[src/dvll_mul.sv]
// Shared signed 34x34 multiplier with a registered product.
module dvll_mul (
	input  logic               clk,
	input  logic signed [33:0] a,
	input  logic signed [33:0] b,
	output logic signed [67:0] p_q
);
	always_ff @(posedge clk) begin
		p_q <= a * b;
	end
endmodule
[config.mk]
export PLATFORM = sky130hd
export DESIGN_NAME = dvll_mul
export DESIGN_NICKNAME = d
export VERILOG_FILES = /design/src/dvll_mul.sv
export SDC_FILE = /design/constraint.sdc
export NUM_CORES = 2
export LEC_CHECK = 0
export ABC_AREA = 1
export BUFFER_PORTS_ARGS = -buffer_cell sky130_fd_sc_hd__clkbuf_2
export CAP_MARGIN = 20
export CORE_MARGIN = 1
export CORE_UTILIZATION = 50
export CTS_CLUSTER_SIZE = 30
export DETAILED_ROUTE_END_ITERATION = 10
export PLACE_DENSITY = 0.65
export SYNTH_ARGS = -nofsm -noshare
export SYNTH_HDL_FRONTEND = slang
export SYNTH_SLANG_ARGS = --single-unit
export TNS_END_PERCENT = 50
[constraint.sdc]
create_clock -name clk -period 21.9 [get_ports clk]
set_clock_uncertainty 0.05 [all_clocks]
set_input_delay 1.095 -clock clk [delete_from_list [all_inputs] [get_ports clk]]
set_output_delay 1.095 -clock clk [all_outputs]
set_load 0.01 [all_outputs]
Word-level counts from Yosys, hierarchy flattened
Index checks and enable logic that the tools add are counted.
W data, S select, Z words.

operators by class
  $mul = 1

operator list
  cell              number
  $mul A34 B34 Y68  1

word-level totals
  bits in registers = 68
  input bits = 69
  logic and storage cells = 2

Depth between registers and ports, before layout
  depth after elaboration = 1
  depth in mapped cells = 35
  depth with buffers taken out = 33

Worst setup path after synthesis
No wires, ideal clock.

  path kind = in2reg
  start point = input port a[33]
  end point = register p_q[66]
  library setup time = 0.112 ns
  arrival = 7.806 ns
  setup slack = 13.932 ns
  stages = 24
  cell sequence = clkbuf_1 -> clkbuf_1 -> nand2_1 -> inv_1 -> fa_1 -> fa_1 -> fa_1 -> fa_1 -> inv_1 -> fa_1 -> fa_1 -> inv_1 -> fa_1 -> fa_1 -> ha_1 -> nand2_1 -> nor2_1 -> inv_1 -> nor2_2 -> nand2_1 -> nor3_1 -> nand2_2 -> nand3_1 -> nand2_1

between the ends
  cells in the longest elaborated chain, start to end = 1

RTL lines
  item                  RTL line  source
  from (decl)           4         input logic signed [33:0] a,
  $mul A34 B34 Y68      9         p_q <= a * b;
  to (signal assigned)  9
  to (decl)             6         output logic signed [67:0] p_q

No other way between the ends.

Worst setup path after layout
  start point = input port b[7]
  end point = register p_q[62]

between the ends
  cells in the longest elaborated chain, start to end = 1

RTL lines
  item              RTL line  source
  from (decl)       5         input logic signed [33:0] b,
  $mul A34 B34 Y68  9

No other way between the ends.

==> summary.txt <==
Run status
  – Status: finished, final reports clean

Cells and area
  – Post-route insts no fill: between 7000 and 8000
  – Share of layout cells above drive strength 1: 0.04114
  – Fillers: slightly below 9000
  – Reg with most FFs: p_q
  – Multi-input gate area in the final layout: about 36000 µm²
  – Most common cell after layout, fill and taps aside: inv_1
  – Biggest regs: p_q: 68 flops
  – P&R area growth vs syn: 3.909%
  – Number of nets in the layout: 7391
  – Max FFs per register: between 60 and 70
  – Most frequent cells in the layout: 2116 x inv_1, 1661 x nand2_1, 1241 x fa_1
  – Sequential cell area: 1361 µm²

Floorplan
  – Initial core utilization: 0.5043
  – I/O pin total: between 100 and 150
  – Chip height: ~300 µm
  – Rows: roughly 110
  – Die Width: 306.1 µm
  – Core Region: 91660 µm²
  – Die area: approximately 94000 µm²

CTS
  – H-tree Lvls: 3
  – Post-CTS Setup Inserts: 0
  – CTS tree: done
  – Root Driver: clkbuf_16
  – TritonCTS buffer count: 9
  – Clock buffer depth: 2
  – Clock Pin Slew Worst Setup and Hold Paths: approximately 0.06 ns
  – Post-CTS resize count: 0
  – Hold Buf Count CTS: 0
  – CTS sink count: 68

Routing
  – Vias per cell: around 5
  – DRC viols: 0
  – Antenna-violating nets left: 0
  – Per-cell routed wire length: about 17 µm
  – Iteration-0 DRC Markers: ~2200
  – First-pass detailed-route iteration total: 6
  – Total Wirelength: about 120 mm
  – Via Count: 34740

Critical path
  – Crit end category: flip-flop
  – CP peak stage delay: 1.23 ns
  – CP max FO: 34
  – CP max-delay cell: fa_1
  – Worst Path Required: ~22 ns
  – Buffers & Inverters on Critical Path: 7
  – Family with the most delay on the worst path: adder cells
  – Setup CP Type: in2reg
  – CP startpoint kind: primary input
  – CP dominant cell by count: fa_1
  – WP data arrival: between 8 and 9 ns

Synth
  – Post-synth top area share: 0.5375
  – Dominant cells by area after synthesis: fa_1 54%, inv_1 17%, nand2_1 13%, ha_1 5.5%, dfxtp_1 2.9%
  – Mean post-synth cell area: between 7 and 8 µm²
  – Synthesized area: 46220 µm²
  – Synth async-reset ratio: 0
  – Sequential share of the synthesized area: 0.02945
  – Post-synth EDFFs: 0
  – Syn Nets: approximately 7500
  – Top FF cell, synth: dfxtp_1
  – Synth Warn #: 0
  – Synth area leader: fa_1
  – Post-synthesis register bit count: just under 70
  – Cells after Synth: between 5000 and 6000
  – Unique masters post-synth: 32

Min path
  – Hold Path Origin: b[0]
  – WHS Endpoint: p_q[0]
  – HP Class: in2reg
  – Hold Path Stages: 4

Timing
  – Final setup viols: 0
  – Hold Fails Final Rpt: 0
  – Final TNS setup: 0 ns
  – Final worst-path cycle share: 0.4000
  – Unrepaired setup endpoints after global routing: false
  – Max-slew violations: 0
  – Slew margin rel.: 0.2156
  – Period minus WS final: ~9 ns
  – Worst Tran Pin Value: roughly 1.2 ns
  – Max Freq: about 0.11 GHz

Place
  – DP HPWL: roughly 100 mm
  – Dpl cells: slightly above 7000
  – Port Buffers: 136
  – Placer Congestion: between 1 and 1.5

GRT
  – First-pass GRT wire length: 205.3 mm
  – Vias in the first global route: approximately 39000
  – Largest net degree at the start of global routing: 36
  – Initial antenna violation count: 7
  – GR Overflow Total: 0
  – All-layer global routing usage: 0.2813

Flow run
  – Max Cap Viol: 0
==> cell families after synthesis <==
family | count (synthesis) | synth area share
compound gates | 95 | 0.01131
xor+xnor | 35 | 0.006632
fa+ha+maj | 1445 | 0.5927
buf+inv | 2390 | 0.1941
flops | 68 | 0.02945
simple gates | 1939 | 0.1658
==> routing by layer <==
metal  wire, µm  track usage  up-vias
li1           -            -    15820
met1      48280       0.3420    17590
met2      64130       0.5164     1044
met3       6383      0.02938      272
met4       4554      0.09895        6
met5         36            0        -
==> through the flow <==
stage               instance area, µm²  hold WS, ns  utilization  setup slack [ns]
global route                     48030        1.269       0.5240             12.65
global placement                 47570        1.431       0.5189             12.92
CTS                              47940        1.250       0.5230             13.11
floorplan                        46220        1.324            -             13.93
finish                           48030        1.237       0.5240             13.14
detailed placement               47570        1.431       0.5189             12.78
==> cell type report <==
cell class / count / area share
tap: 1186 / 0.03090
clock buffer: 9 / 0.004689
sequential: 68 / 0.02834
clock inverter: 7 / 0.003048
multi-input combinational: 3514 / 0.7473
antenna: 4 / 0.0002084
inverter: 2119 / 0.1656
timing repair buffer: 165 / 0.01995
==> synthesized netlist by cell type (7+ instances only) <==
library cell  instances
nor3_1               15
nor2_1              115
nand4_1              19
a21oi_1              59
nand2_1            1661
xor2_1               33
clkbuf_1            269
inv_1              2116
dfxtp_1              68
o21bai_1             11
or2_2                 8
nand2_2              20
nand3_1              70
ha_1                204
fa_1               1241
nor2_2                9
o21ai_0              18
nand3_2               7
==> worst max path at each step <==
stage | startpoint | end | cells after the start
after global placement | a[33] | p_q[59] | 23
after CTS | b[7] | p_q[62] | 25
after floorplan | a[33] | p_q[66] | 24
after global routing | b[7] | p_q[62] | 25
after detailed placement | b[7] | p_q[62] | 25
final | b[7] | p_q[62] | 25
Power is left out: the tool's default activity adds up to more than one toggle a clock period on the data nets, which glitch-free logic cannot reach.
